[src/hw/rtl/spi_ma_pkg.sv]
package spi_ma_pkg;

   // request queue between front and engine
   localparam int QUEUE_DEPTH = 4;
   localparam int QUEUE_PTR_W = 2;
   localparam int QUEUE_CNT_W = 3;

   // command codes
   localparam logic CMD_WRITE = 1'b0;
   localparam logic CMD_READ  = 1'b1;

   // register file: one word per 4 bytes, index taken from paddr[2]
   localparam int          CSR_ADDR_W   = 3;
   localparam logic        CSR_IDX_HALF = 1'b0;
   localparam logic [7:0]  HALF_RESET   = 8'd1;

   // one queued request, one tick of serial timing
   typedef struct packed {
      logic        start_req;
      logic        command;
      logic [14:0] address;
      logic [7:0]  write_data;
      logic        miso;
   } req_item_type;

   // queue status seen by the engine
   typedef struct packed {
      logic                   valid;
      logic [QUEUE_CNT_W-1:0] level;
   } queue_status_type;

endpackage

[src/hw/rtl/spi_ma_req_if.sv]
interface spi_ma_req_if;
   logic        valid;
   logic        ready;
   logic        start_req;
   logic        command;
   logic [14:0] address;
   logic [7:0]  write_data;
   logic        miso;

   modport source (output valid, start_req, command, address, write_data, miso,
                   input ready);
   modport sink (input valid, start_req, command, address, write_data, miso,
                 output ready);
endinterface

[src/hw/rtl/spi_ma_rsp_if.sv]
interface spi_ma_rsp_if;
   logic       valid;
   logic       ready;
   logic       chip_select_n;
   logic       serial_clock;
   logic       serial_out;
   logic       busy_res;
   logic       done_res;
   logic [7:0] read_data;

   modport source (output valid, chip_select_n, serial_clock, serial_out, busy_res,
                   done_res, read_data, input ready);
   modport sink (input valid, chip_select_n, serial_clock, serial_out, busy_res,
                 done_res, read_data, output ready);
endinterface

[src/hw/rtl/spi_master_addr16_data8.sv]
// SPI master (mode 0) for one register access: ADDRESS_BITS address bits, MSB
// first with the top bit set for a read, then DATA_BITS data bits.
// req_bus: one request per tick of serial timing (start_req, command, address,
// write_data, miso). A start while a frame runs is ignored.
// rsp_bus: one response per request with the pin levels after that tick
// (chip_select_n, serial_clock, serial_out), busy_res, a done_res pulse on the
// tick that ends the frame, and read_data from the last finished read.
// csr_*: APB write/read of half_period_ticks at byte address 0 (0 acts as 1);
// write it only while no frame runs and no request is in flight.
// Throughput: one request per cycle while the queue has room. An accepted
// request lands in the 4-entry request queue and is popped into the response
// register of the frame engine once that register is free or being read.
// A stalled response holds the engine; the queue keeps taking requests until
// it is full, then req_bus.ready drops.
// Reset: the queue empties, no frame runs, the held read byte is 0 and
// half_period_ticks 1; the response register fields are not reset.
module spi_master_addr16_data8
   import spi_ma_pkg::*;
#(
   parameter int ADDRESS_BITS = 16,
   parameter int DATA_BITS    = 8
)
(
   input  logic                  clock,
   input  logic                  reset,
   spi_ma_req_if.sink            req_bus,
   spi_ma_rsp_if.source          rsp_bus,
   input  logic                  csr_psel,
   input  logic                  csr_penable,
   input  logic                  csr_pwrite,
   input  logic [CSR_ADDR_W-1:0] csr_paddr,
   input  logic [31:0]           csr_pwdata,
   output logic [31:0]           csr_prdata,
   output logic                  csr_pready
);

   logic [7:0]       half_ff;
   logic             csr_wr;
   logic             pop;
   queue_status_type q_status;
   req_item_type     head;

   // configuration register
   assign csr_pready = 1'b1;
   assign csr_wr     = csr_psel && csr_penable && csr_pwrite && csr_pready;

   always_ff @(posedge clock) begin
      if (reset) begin
         half_ff <= HALF_RESET;
      end else if (csr_wr && (csr_paddr[2] == CSR_IDX_HALF)) begin
         half_ff <= csr_pwdata[7:0];
      end
   end

   assign csr_prdata = (csr_paddr[2] == CSR_IDX_HALF) ? {24'd0, half_ff} : 32'd0;

   // request front and queue
   spi_ma_front u_front (
      .clock   (clock),
      .reset   (reset),
      .req_bus (req_bus),
      .pop     (pop),
      .status  (q_status),
      .head    (head)
   );

   // frame engine
   spi_ma_engine #(
      .ADDRESS_BITS (ADDRESS_BITS),
      .DATA_BITS    (DATA_BITS)
   ) u_engine (
      .clock       (clock),
      .reset       (reset),
      .half_period (half_ff),
      .q_status    (q_status),
      .head        (head),
      .pop         (pop),
      .rsp_bus     (rsp_bus)
   );

   // checks
   a_done_idle: assert property (@(posedge clock) disable iff (reset)
      rsp_bus.valid && rsp_bus.done_res |-> rsp_bus.chip_select_n && !rsp_bus.busy_res)
      else $error("done without frame end");

   a_busy_cs: assert property (@(posedge clock) disable iff (reset)
      rsp_bus.valid |-> (rsp_bus.busy_res != rsp_bus.chip_select_n))
      else $error("chip select disagrees with busy");

   a_pop_rsp: assert property (@(posedge clock) disable iff (reset)
      pop |=> rsp_bus.valid)
      else $error("tick taken without response");

   a_queue_level: assert property (@(posedge clock) disable iff (reset)
      q_status.level <= QUEUE_CNT_W'(QUEUE_DEPTH))
      else $error("request queue overflow");

endmodule

[src/hw/rtl/spi_ma_front.sv]
module spi_ma_front
   import spi_ma_pkg::*;
(
   input  logic             clock,
   input  logic             reset,
   spi_ma_req_if.sink       req_bus,
   input  logic             pop,
   output queue_status_type status,
   output req_item_type     head
);

   req_item_type           mem_ff [QUEUE_DEPTH];
   logic [QUEUE_PTR_W-1:0] wr_ptr_ff, wr_ptr_in;
   logic [QUEUE_PTR_W-1:0] rd_ptr_ff, rd_ptr_in;
   logic [QUEUE_CNT_W-1:0] count_ff, count_in;
   logic                   push;
   logic                   do_pop;
   req_item_type           item;

   // accept while there is room
   assign req_bus.ready = (count_ff < QUEUE_CNT_W'(QUEUE_DEPTH));
   assign push          = req_bus.valid && req_bus.ready;
   assign do_pop        = pop && (count_ff != '0);

   // pack the request
   always_comb begin
      item.start_req  = req_bus.start_req;
      item.command    = req_bus.command;
      item.address    = req_bus.address;
      item.write_data = req_bus.write_data;
      item.miso       = req_bus.miso;
   end

   // pointer and fill level update
   always_comb begin
      wr_ptr_in = push   ? wr_ptr_ff + 1'b1 : wr_ptr_ff;
      rd_ptr_in = do_pop ? rd_ptr_ff + 1'b1 : rd_ptr_ff;
      count_in  = count_ff;
      if (push && !do_pop) begin
         count_in = count_ff + 1'b1;
      end else if (!push && do_pop) begin
         count_in = count_ff - 1'b1;
      end
   end

   always_ff @(posedge clock) begin
      if (reset) begin
         wr_ptr_ff <= '0;
         rd_ptr_ff <= '0;
         count_ff  <= '0;
      end else begin
         wr_ptr_ff <= wr_ptr_in;
         rd_ptr_ff <= rd_ptr_in;
         count_ff  <= count_in;
      end
   end

   // queue storage
   always_ff @(posedge clock) begin
      if (push) begin
         mem_ff[wr_ptr_ff] <= item;
      end
   end

   assign head         = mem_ff[rd_ptr_ff];
   assign status.valid = (count_ff != '0);
   assign status.level = count_ff;

endmodule

[src/hw/rtl/spi_ma_engine.sv]
module spi_ma_engine
   import spi_ma_pkg::*;
#(
   parameter int ADDRESS_BITS = 16,
   parameter int DATA_BITS    = 8
)
(
   input  logic             clock,
   input  logic             reset,
   input  logic [7:0]       half_period,
   input  queue_status_type q_status,
   input  req_item_type     head,
   output logic             pop,
   spi_ma_rsp_if.source     rsp_bus
);

   localparam int TOTAL = ADDRESS_BITS + DATA_BITS;
   localparam int CNT_W = $clog2(TOTAL + 1);
   localparam logic [CNT_W-1:0] TOTAL_C = CNT_W'(TOTAL);
   localparam logic [CNT_W-1:0] ADDR_C  = CNT_W'(ADDRESS_BITS);

   logic [TOTAL-1:0]     shift_out_ff, shift_out_in;
   logic [DATA_BITS-1:0] shift_in_ff, shift_in_in;
   logic [CNT_W-1:0]     bit_count_ff, bit_count_in;
   logic [7:0]           tick_count_ff, tick_count_in;
   logic                 clock_level_ff, clock_level_in;
   logic                 active_ff, active_in;
   logic                 is_read_ff, is_read_in;
   logic [7:0]           read_hold_ff, read_hold_in;
   logic                 done;
   logic [7:0]           half_eff;
   logic [31:0]          addr_wide;
   logic [31:0]          data_wide;
   logic [ADDRESS_BITS-2:0] addr_bits;
   logic [DATA_BITS-1:0]    data_bits;

   logic       rsp_valid_ff;
   logic       cs_n_ff, sclk_ff, sout_ff, busy_ff, done_ff;
   logic [7:0] rdata_ff;

   // take the next tick when the result register frees up
   assign pop = q_status.valid && (!rsp_valid_ff || rsp_bus.ready);

   assign half_eff  = (half_period == 8'd0) ? 8'd1 : half_period;
   assign addr_wide = 32'(head.address);
   assign data_wide = 32'(head.write_data);
   assign addr_bits = addr_wide[ADDRESS_BITS-2:0];
   assign data_bits = data_wide[DATA_BITS-1:0];

   // one tick of frame timing
   always_comb begin
      shift_out_in   = shift_out_ff;
      shift_in_in    = shift_in_ff;
      bit_count_in   = bit_count_ff;
      tick_count_in  = tick_count_ff;
      clock_level_in = clock_level_ff;
      active_in      = active_ff;
      is_read_in     = is_read_ff;
      read_hold_in   = read_hold_ff;
      done           = 1'b0;
      if (!active_ff) begin
         if (head.start_req) begin
            is_read_in     = (head.command == CMD_READ);
            shift_out_in   = {is_read_in, addr_bits,
                              is_read_in ? {DATA_BITS{1'b0}} : data_bits};
            shift_in_in    = '0;
            bit_count_in   = '0;
            tick_count_in  = '0;
            clock_level_in = 1'b0;
            active_in      = 1'b1;
         end
      end else begin
         tick_count_in = tick_count_ff + 8'd1;
         if (tick_count_in >= half_eff) begin
            tick_count_in = '0;
            if (!clock_level_ff) begin
               // rising edge: sample miso in the data phase of a read
               clock_level_in = 1'b1;
               if (is_read_ff && (bit_count_ff >= ADDR_C)) begin
                  shift_in_in = {shift_in_ff[DATA_BITS-2:0], head.miso};
               end
            end else begin
               // falling edge: next bit out, end of frame after the last one
               clock_level_in = 1'b0;
               bit_count_in   = bit_count_ff + 1'b1;
               shift_out_in   = {shift_out_ff[TOTAL-2:0], 1'b0};
               if (bit_count_in >= TOTAL_C) begin
                  active_in    = 1'b0;
                  done         = 1'b1;
                  bit_count_in = '0;
                  if (is_read_ff) begin
                     read_hold_in = shift_in_ff[7:0];
                  end
               end
            end
         end
      end
   end

   // frame state
   always_ff @(posedge clock) begin
      if (reset) begin
         shift_out_ff   <= '0;
         shift_in_ff    <= '0;
         bit_count_ff   <= '0;
         tick_count_ff  <= '0;
         clock_level_ff <= 1'b0;
         active_ff      <= 1'b0;
         is_read_ff     <= 1'b0;
         read_hold_ff   <= '0;
      end else if (pop) begin
         shift_out_ff   <= shift_out_in;
         shift_in_ff    <= shift_in_in;
         bit_count_ff   <= bit_count_in;
         tick_count_ff  <= tick_count_in;
         clock_level_ff <= clock_level_in;
         active_ff      <= active_in;
         is_read_ff     <= is_read_in;
         read_hold_ff   <= read_hold_in;
      end
   end

   // result register
   always_ff @(posedge clock) begin
      if (reset) begin
         rsp_valid_ff <= 1'b0;
      end else if (pop) begin
         rsp_valid_ff <= 1'b1;
      end else if (rsp_bus.ready) begin
         rsp_valid_ff <= 1'b0;
      end
   end

   always_ff @(posedge clock) begin
      if (pop) begin
         cs_n_ff  <= !active_in;
         sclk_ff  <= active_in && clock_level_in;
         sout_ff  <= active_in && shift_out_in[TOTAL-1];
         busy_ff  <= active_in;
         done_ff  <= done;
         rdata_ff <= read_hold_in;
      end
   end

   assign rsp_bus.valid         = rsp_valid_ff;
   assign rsp_bus.chip_select_n = cs_n_ff;
   assign rsp_bus.serial_clock  = sclk_ff;
   assign rsp_bus.serial_out    = sout_ff;
   assign rsp_bus.busy_res      = busy_ff;
   assign rsp_bus.done_res      = done_ff;
   assign rsp_bus.read_data     = rdata_ff;

endmodule

[src/flat_wrapper.sv]
// flat-port wrapper written by rule: the top's interface ports become plain ports
module spi_master_addr16_data8_flat import spi_ma_pkg::*;
#(
   parameter int ADDRESS_BITS = 16,
   parameter int DATA_BITS    = 8
)
  (clock, reset, csr_psel, csr_penable, csr_pwrite, csr_paddr, csr_pwdata, csr_prdata, csr_pready, req_bus_valid, req_bus_start_req, req_bus_command, req_bus_address, req_bus_write_data, req_bus_miso, req_bus_ready, rsp_bus_valid, rsp_bus_chip_select_n, rsp_bus_serial_clock, rsp_bus_serial_out, rsp_bus_busy_res, rsp_bus_done_res, rsp_bus_read_data, rsp_bus_ready);
  spi_ma_req_if req_bus_i ();
  spi_ma_rsp_if rsp_bus_i ();
  input  logic clock;
  input  logic reset;
  input  logic csr_psel;
  input  logic csr_penable;
  input  logic csr_pwrite;
  input  logic [CSR_ADDR_W-1:0] csr_paddr;
  input  logic [31:0] csr_pwdata;
  output logic [31:0] csr_prdata;
  output logic csr_pready;
  input wire logic [$bits(req_bus_i.valid)-1:0] req_bus_valid;
  input wire logic [$bits(req_bus_i.start_req)-1:0] req_bus_start_req;
  input wire logic [$bits(req_bus_i.command)-1:0] req_bus_command;
  input wire logic [$bits(req_bus_i.address)-1:0] req_bus_address;
  input wire logic [$bits(req_bus_i.write_data)-1:0] req_bus_write_data;
  input wire logic [$bits(req_bus_i.miso)-1:0] req_bus_miso;
  output wire logic [$bits(req_bus_i.ready)-1:0] req_bus_ready;
  output wire logic [$bits(rsp_bus_i.valid)-1:0] rsp_bus_valid;
  output wire logic [$bits(rsp_bus_i.chip_select_n)-1:0] rsp_bus_chip_select_n;
  output wire logic [$bits(rsp_bus_i.serial_clock)-1:0] rsp_bus_serial_clock;
  output wire logic [$bits(rsp_bus_i.serial_out)-1:0] rsp_bus_serial_out;
  output wire logic [$bits(rsp_bus_i.busy_res)-1:0] rsp_bus_busy_res;
  output wire logic [$bits(rsp_bus_i.done_res)-1:0] rsp_bus_done_res;
  output wire logic [$bits(rsp_bus_i.read_data)-1:0] rsp_bus_read_data;
  input wire logic [$bits(rsp_bus_i.ready)-1:0] rsp_bus_ready;
  assign req_bus_i.valid = req_bus_valid;
  assign req_bus_i.start_req = req_bus_start_req;
  assign req_bus_i.command = req_bus_command;
  assign req_bus_i.address = req_bus_address;
  assign req_bus_i.write_data = req_bus_write_data;
  assign req_bus_i.miso = req_bus_miso;
  assign req_bus_ready = req_bus_i.ready;
  assign rsp_bus_valid = rsp_bus_i.valid;
  assign rsp_bus_chip_select_n = rsp_bus_i.chip_select_n;
  assign rsp_bus_serial_clock = rsp_bus_i.serial_clock;
  assign rsp_bus_serial_out = rsp_bus_i.serial_out;
  assign rsp_bus_busy_res = rsp_bus_i.busy_res;
  assign rsp_bus_done_res = rsp_bus_i.done_res;
  assign rsp_bus_read_data = rsp_bus_i.read_data;
  assign rsp_bus_i.ready = rsp_bus_ready;
  spi_master_addr16_data8 #(.ADDRESS_BITS(ADDRESS_BITS), .DATA_BITS(DATA_BITS)) u_core (.clock(clock), .reset(reset), .req_bus(req_bus_i), .rsp_bus(rsp_bus_i), .csr_psel(csr_psel), .csr_penable(csr_penable), .csr_pwrite(csr_pwrite), .csr_paddr(csr_paddr), .csr_pwdata(csr_pwdata), .csr_prdata(csr_prdata), .csr_pready(csr_pready));
endmodule
[config.mk]
export PLATFORM = sky130hd
export DESIGN_NAME = spi_master_addr16_data8_flat
export DESIGN_NICKNAME = d
export VERILOG_FILES = /design/src/hw/rtl/spi_ma_pkg.sv /design/src/hw/rtl/spi_ma_req_if.sv /design/src/hw/rtl/spi_ma_rsp_if.sv /design/src/hw/rtl/spi_master_addr16_data8.sv /design/src/hw/rtl/spi_ma_front.sv /design/src/hw/rtl/spi_ma_engine.sv /design/src/flat_wrapper.sv
export SDC_FILE = /design/constraint.sdc
export NUM_CORES = 1
export LEC_CHECK = 0
export BUFFER_PORTS_ARGS = -buffer_cell sky130_fd_sc_hd__buf_2
export CAP_MARGIN = 20
export CORE_MARGIN = 2
export CORE_UTILIZATION = 61
export CTS_BUF_LIST = sky130_fd_sc_hd__clkbuf_16
export CTS_CLUSTER_DIAMETER = 50
export CTS_CLUSTER_SIZE = 12
export DETAILED_ROUTE_END_ITERATION = 10
export GPL_TIMING_DRIVEN = 1
export HOLD_SLACK_MARGIN = 0.05
export PLACE_DENSITY = 0.84
export SLEW_MARGIN = 15
export SYNTH_ARGS = -nofsm -noshare
export SYNTH_HDL_FRONTEND = slang
export SYNTH_SLANG_ARGS = --single-unit
[constraint.sdc]
create_clock -name clock -period 7.95 [get_ports clock]
set_input_delay 1.59 -clock clock [delete_from_list [all_inputs] [get_ports clock]]
set_output_delay 1.59 -clock clock [all_outputs]
set_load 0.05 [all_outputs]
==> results of run 1 <==
routing by layer:
| metal | vias to the layer above | GRT usage [%] |
|---|---|---|
| met1 | 2459 | 27.1 |
| met2 | 130 | 40.0 |
| met3 | 11 | 5.46 |
| met5 | - | 0 |
| met4 | 0 | 6.84 |
| li1 | 2294 | - |
cell type report:
class                   instances  area, µm²
fillers                       905       4040
flip-flops and latches        191       5000
inverters                      17       63.8
repair buffers                 72        380
multi-input cells             346       2840
well taps                     176        220
clock buffers                  17        425
clock inverters                15        179
sequential cells by signal, indices dropped and copies added (netlist names), 2 cells and up, named ones only:
register,flops
u_core.u_front.count_ff,3
u_core.u_engine.shift_in_ff,8
u_core.u_front.mem_ff,104
u_core.u_engine.read_hold_ff,8
u_core.u_front.rd_ptr_ff,2
u_core.u_engine.rsp_bus.read_data,8
u_core.u_engine.tick_count_ff,8
u_core.u_front.wr_ptr_ff,2
u_core.u_engine.bit_count_ff,5
u_core.half_ff,8
u_core.u_engine.shift_out_ff,24
Yosys cell counts, drive strengths merged, types with 3 or more instances:
cell type	count	area [µm²]
xor2	7	61.3
mux2	10	113
clkbuf	18	68.8
buf	38	270
o22ai	7	43.8
edfxtp	117	3510
nand2	25	98.8
a22o	6	52.6
mux2i	13	130
a21oi	17	100
nand3	11	55.1
and2	7	43.8
a31oi	16	100
ha	16	200
a32oi	7	61.3
inv	17	63.8
nor2	30	123
o32ai	4	42.6
nand4	6	52.6
a21o	3	22.5
nand3b	4	30.0
o2bb2ai	24	210
nor2b	6	37.5
xnor2	6	52.6
mux4	26	586
and3	20	125
dfxtp	74	1480
nor4	3	18.8
nand2b	24	150
how the worst min path moves through the flow:
stage                                                  startpoint  slack, ns                                            end  cells past startpoint
floorplan           u_core.u_engine.shift_out_ff[10]$_SDFFE_PP0P_       0.43  u_core.u_engine.shift_out_ff[10]$_SDFFE_PP0P_                      1
global placement     u_core.u_engine.shift_out_ff[4]$_SDFFE_PP0P_       0.44   u_core.u_engine.shift_out_ff[4]$_SDFFE_PP0P_                      1
detailed placement  u_core.u_engine.shift_out_ff[19]$_SDFFE_PP0P_       0.45  u_core.u_engine.shift_out_ff[19]$_SDFFE_PP0P_                      1
CTS                                u_core.half_ff[2]$_SDFFE_PP0P_       0.47                 u_core.half_ff[2]$_SDFFE_PP0P_                      2
global route        u_core.u_engine.shift_out_ff[20]$_SDFFE_PP0P_       0.49  u_core.u_engine.shift_out_ff[20]$_SDFFE_PP0P_                      1
finish                             u_core.half_ff[3]$_SDFFE_PP0P_       0.47                 u_core.half_ff[3]$_SDFFE_PP0P_                      2
power by group:
group	internal (W)	total (W)	switching, W	leakage [nW]
Clock	0.000521	0.000867	0.000347	0.307
Combinational	0.000277	0.000774	0.000498	1.41
Sequential	0.00120	0.00129	0.0000926	1.68
worst register-to-register path: stages, from the launching register on:
cell and delay (ns):
dfxtp_1 0.35, and3_1 0.22, and3_1 0.20, and3_1 0.19, xor2_1 0.16, ha_1 0.31
nand4_1 0.23, or2_1 0.30, o32ai_2 0.65, nand3b_1 0.59, mux2i_1 0.33
per-stage QoR:
| step | hold WS, ns | power [W] | cells | instance area [µm²] | utilization, % |
|---|---|---|---|---|---|
| 4_1_cts | 0.466 | 0.00295 | 834 | 9100 | 69.3 |
| 3_5_place_dp | 0.448 | 0.00208 | 802 | 8500 | 64.7 |
| 2_1_floorplan | 0.432 | 0.00192 | 610 | 8220 | - |
| 6_report | 0.466 | 0.00293 | 834 | 9100 | 69.3 |
| 5_1_grt | 0.488 | 0.00306 | 834 | 9100 | 69.3 |
| 3_3_place_gp | 0.443 | 0.00204 | 802 | 8500 | 64.7 |
cell families after synthesis:
| logic type | after synthesis | share of synthesized area, % |
|---|---|---|
| flip-flops | 191 | 61.4 |
| AND/OR/NAND/NOR | 144 | 9.72 |
| AO/OA/AOI/OAI | 98 | 9.52 |
| buffers and inverters | 73 | 4.95 |
| multiplexers | 49 | 10.2 |
| adder cells (fa/ha/maj) | 17 | 2.71 |
| XOR/XNOR | 13 | 1.40 |
| other | 2 | 0.0923 |
==> results.txt, run 1 <==
Min-Delay Path Class: flip-flop to flip-flop
Hold Vio Cnt, Final: 0
leak pwr: 3.40 nW
GRT Residual Overflow: 0
most frequent cells in the layout: edfxtp_1 (117), dfxtp_1 (73), buf_2 (64)
CP Capture Type: output pin
Worst path top cell family by delay: buffers and inverters
RR Endpoint: u_core.u_engine.read_hold_ff[7]$_SDFFE_PP0P_
endpoint of the worst setup timing path: csr_prdata[0]
Area Overhead vs Synth: 11.9%
peak supply drop: 232 µV
Max Buffers Root-to-Sink: 2
critical path depth: 3
Yosys warnings: 0
synthesized area per cell: 13.9 µm²
Slew Limit Fails: 0
critical path, cell by cell: buf_2 > nor2b_1 > buf_2
Seq/Total Area, Yosys: 61.4%
type of the worst setup path: input port to output pin
most common cell after layout, fill and taps aside: edfxtp_1
CP startpoint kind: input port
Cell Area, Synth: 0.00813 mm²
cell count after synthesis: 587
Pwr per Cell Area: 322 mW/mm²
cell mode on critical path: buf_2
Crit path largest cell delay: 0.26 ns
H-Tree Level Count: 4
row count: 42
Max Cap Viol: 0
die height: 119 µm
R2R setup slack: 4.33 ns
# Post-CTS Setup Buffers: 0
final net count: 730
M1 wire length: 6060 µm
measured slew at the worst slew-check pin: 0.963 ns
vias in the first global route: 5,079
met3 wire length: 691 µm
Post-synth ARST share: 0%
r2r worst-path depth: 10
CTS root buf: clkbuf_16
reg-to-reg critical path startpoint: u_core.u_engine.tick_count_ff[4]$_SDFFE_PP0P_
largest net degree at the start of global routing: 52
uppermost layer routed: met4
post-synth cell types: 62
post-CTS resize count: 0
crit path max fanout: 10
CTS buffer count: 17
die area: 0.0143 mm²
dpl hpwl: 9590 µm
Routed WL: 15,200 µm
slew margin rel.: 35.8%
clock sink count: 191
Clk pin slew, worst setup/hold paths: 0.06 ns
# IOs: 116
first-pass GRT wire length: 24,700 µm
Period minus WS final: 3.71 ns
status: complete, no violations
Achievable Freq: 269 MHz
crit path DAT: 2.12 ns
initial drt markers: 324
setup violators final: 0
cts hold-fix bufs: 0
Avg Vias per Cell: 5.87
IO buf count: 64
Ant. Diodes: 0
clk_lat worst skew: 0.43 ns
Final WS setup: 4.24 ns
final antenna-violating net count: 0
RSZ-0062 raised after global routing: no
CTS tree: done
wire per inst: 18.2 µm
layout cell share with drive strength beyond 1: 21.4%
Place WS: 4.23 ns
total negative slack: 0 ns
dominant synthesized flop cell: edfxtp_1
CORE AREA: 0.0131 mm²
#FFs+latches synth: 191
die width: 119 µm
Critical Path Source: csr_paddr[2]
Worst path slowest cell: buf_2
Worst EP required: 6.36 ns
Tot GR Track Use: 22.5%
Post-synth EDFFs: 117
Crit path buffers/inverters: 2
wire length on met2: 8300 µm
# DRC: 0
Starting Density: 61.9%
Layout Skew: 0.00769 ns
post-route clock period utilization: 46.7%
Pre-antenna DRT Iters: 5
via count: 4,894
RePlAce Congestion: 0.820
initial antenna violation count: 0
No activity file was read; power rests on OpenSTA's default activity.
==> run 2, diff against run 1 <==
--- a/config.mk
+++ b/config.mk
@@ -8,14 +8,14 @@
 export BUFFER_PORTS_ARGS = -buffer_cell sky130_fd_sc_hd__buf_2
 export CAP_MARGIN = 20
 export CORE_MARGIN = 2
-export CORE_UTILIZATION = 61
+export CORE_UTILIZATION = 57
 export CTS_BUF_LIST = sky130_fd_sc_hd__clkbuf_16
 export CTS_CLUSTER_DIAMETER = 50
 export CTS_CLUSTER_SIZE = 12
 export DETAILED_ROUTE_END_ITERATION = 10
 export GPL_TIMING_DRIVEN = 1
 export HOLD_SLACK_MARGIN = 0.05
-export PLACE_DENSITY = 0.84
+export PLACE_DENSITY = 0.79
 export SLEW_MARGIN = 15
 export SYNTH_ARGS = -nofsm -noshare
 export SYNTH_HDL_FRONTEND = slang
==> constraint.sdc (replaced) <==
create_clock -name clock -period 3.5 [get_ports clock]
set_input_delay 0.7 -clock clock [delete_from_list [all_inputs] [get_ports clock]]
set_output_delay 0.7 -clock clock [all_outputs]
set_load 0.05 [all_outputs]
==> run 2 against run 1 <==
Against the previous run: via count is 0.57% higher; largest cell class unchanged; critical endpoint is now u_core.u_engine.shift_out_ff[13]$_SDFFE_PP0P_; total power increased by 120%; final area grew 0.15%; clock power grew 110%; sequential power grew 120%; critical path depth up 7; sequential share of layout area shrank 0.083 points; highest routed layer unchanged; final cell count grew 1.1%; routed wire length down 1.2%.
==> results.txt, run 2 (same netlist as run 1, synthesis figures left out) <==
status: complete, no violations
Max Buffers Root-to-Sink: 2 (unchanged)
Min-Delay Path Class: flip-flop to flip-flop
H-Tree Level Count: 4 (unchanged)
RSZ-0062 raised after global routing: no
post-CTS resize count: 0 (unchanged)
crit path DAT: 3.59 ns (+1.47 ns)
initial antenna violation count: 0 (unchanged)
largest reg by FF count: u_core.u_front.mem_ff
hold-critical path endpoint: u_core.half_ff[3]$_SDFFE_PP0P_
filler cell count: 999 (+10%)
Worst EP required: 3.86 ns (-2.50 ns)
crit path max fanout: 22 (+12)
largest net degree at the start of global routing: 51 (-1.9%)
Avg Vias per Cell: 5.84 (-0.50%)
via count: 4,922 (+0.57%)
Achievable Freq: 310 MHz
type of the worst setup path: flip-flop to flip-flop
most common cell after layout, fill and taps aside: edfxtp_1
peak supply drop: 532 µV (+130%)
CP startpoint kind: flip-flop
setup violators final: 0 (unchanged)
# IOs: 116 (unchanged)
Critical Path Source: u_core.u_engine.tick_count_ff[0]$_SDFFE_PP0P_
HP Start: u_core.half_ff[3]$_SDFFE_PP0P_
Tot GR Track Use: 21.0% (-1.5 points)
Clk pin slew, worst setup/hold paths: 0.07 ns (about the same)
die height: 123 µm (+3.3%)
IO buf count: 64 (unchanged)
clk_lat worst skew: 0.44 ns (about the same)
row count: 43 (+2.4%)
Area Overhead vs Synth: 12.1%
reg-to-reg critical path startpoint: u_core.u_engine.tick_count_ff[0]$_SDFFE_PP0P_
final antenna-violating net count: 0 (unchanged)
wire per inst: 17.8 µm (-2.3%)
Crit path largest cell delay: 0.55 ns (+0.29 ns)
dpl hpwl: 9670 µm (+0.84%)
final net count: 735 (+0.68%)
CP Capture Type: flip-flop
die area: 0.0152 mm² (+6.8%)
RePlAce Congestion: 0.819 (about the same)
CTS root buf: clkbuf_16
Crit path buffers/inverters: 0 (-2)
leak pwr: 3.39 nW (about the same)
CORE AREA: 0.0139 mm² (+6.1%)
Pwr per Cell Area: 717 mW/mm² (+120%)
total negative slack: 0 ns (unchanged)
clock sink count: 191 (unchanged)
Routed WL: 15,000 µm (-1.2%)
cts hold-fix bufs: 0 (unchanged)
Ant. Diodes: 0 (unchanged)
RR Endpoint: u_core.u_engine.shift_out_ff[13]$_SDFFE_PP0P_
slew margin rel.: 61.2% (+25 points)
GRT Residual Overflow: 0 (unchanged)
# DRC: 0 (unchanged)
die width: 123 µm (+3.3%)
layout cell share with drive strength beyond 1: 22.6% (+1.2 points)
vias in the first global route: 4,888 (-3.8%)
Finished Cell Area: 0.00911 mm² (+0.15%)
Pre-antenna DRT Iters: 4 (-1)
Starting Density: 58.4% (-3.5 points)
Slew Limit Fails: 0 (unchanged)
most frequent cells in the layout: edfxtp_1 (117), dfxtp_1 (73), buf_2 (64)
Period minus WS final: 3.23 ns
initial drt markers: 464 (+43%)
CTS buffer count: 17 (unchanged)
worst hold margin: 0.462 ns (-0.00373 ns)
r2r worst-path depth: 10 (unchanged)
Layout Skew: 0.0111 ns (+0.00343 ns)
first-pass GRT wire length: 24,000 µm (-2.8%)
R2R setup slack: 0.27 ns (-4.06 ns)
Worst path top cell family by delay: compound AO/OA/AOI/OAI gates
measured slew at the worst slew-check pin: 0.580 ns (-0.383 ns)
hold depth: 2 (unchanged)
Hold Vio Cnt, Final: 0 (unchanged)
CTS tree: done
Worst path slowest cell: a21oi_4
critical path, cell by cell: ha_1 > nand3_1 > nor2_1 > xor2_1 > ha_1 > o21a_1 > a21oi_1 > o311ai_2 > a21oi_4 > o2bb2ai_1
Area after DPL: 0.00853 mm² (+0.41%)
Max Cap Viol: 0 (unchanged)
max FFs per register: 104 (unchanged)
Top Registers: u_core.u_front.mem_ff: 104 flops, u_core.u_engine.shift_out_ff: 24 flops
post-route clock period utilization: 92.3%
cell mode on critical path: ha_1
[run 2: worst max path at each step]
stage	end	slack, ns	depth (start not counted)
2_1_floorplan	u_core.u_engine.clock_level_ff$_SDFFE_PP0P_	0.61	14
3_3_place_gp	u_core.u_engine.read_hold_ff[7]$_SDFFE_PP0P_	0.30	11
3_5_place_dp	u_core.u_engine.read_hold_ff[2]$_SDFFE_PP0P_	0.17	11
4_1_cts	u_core.u_engine.read_hold_ff[3]$_SDFFE_PP0P_	0.12	11
5_1_grt	u_core.u_engine.shift_out_ff[14]$_SDFFE_PP0P_	0.006	12
6_report	u_core.u_engine.shift_out_ff[13]$_SDFFE_PP0P_	0.27	10
[run 2: layout make-up]
type                       instances  area (µm²)  area share (%)
inverter                          17        63.8           0.700
multi-input combinational        346        2840            31.1
tap                              180         225            2.47
timing repair buffer              77         430            4.72
clock inverter                    15         138            1.51
sequential                       191        5000            54.8
clock buffer                      17         425            4.67
[run 2: per-stage QoR]
step	utilization [%]	setup slack, ns	power [W]	std cells
finish	65.4	0.271	0.00653	843
detailed placement	61.2	0.175	0.00475	810
global route	65.4	0.00604	0.00684	843
CTS	65.3	0.116	0.00659	842
global placement	61.2	0.300	0.00467	810
floorplan	-	0.606	0.00435	610
[run 2: timing repair]
| action | in CTS | in global routing |
|---|---|---|
| hold endpoints to repair | 0 | 0 |
| endpoints found under the setup margin | 0 | 6 |
| setup buffers | 0 | 1 |
[run 2: worst reg2reg max path, delay by kind of cell (launching register included)]
kind / cells / cell delay [ns]
xor gates and xnor gates: 1 / 0.22
AOI/OAI and AO/OA: 5 / 1.66
DFF: 1 / 0.43
adders and majority gates: 2 / 0.54
and+or+nand+nor: 2 / 0.29
[run 2: power breakdown]
group          internal, W  leakage (nW)  switching, W
Combinational     0.000644          1.44       0.00121
Clock             0.000992         0.272      0.000842
Sequential         0.00272          1.68      0.000125
[run 2: per-layer routing]
metal  track usage [%]  part of all wire (%)
met1              25.4                    41
met2              36.7                    53
met3              5.49                   4.5
met4              6.68                   1.1
met5                 0                     0
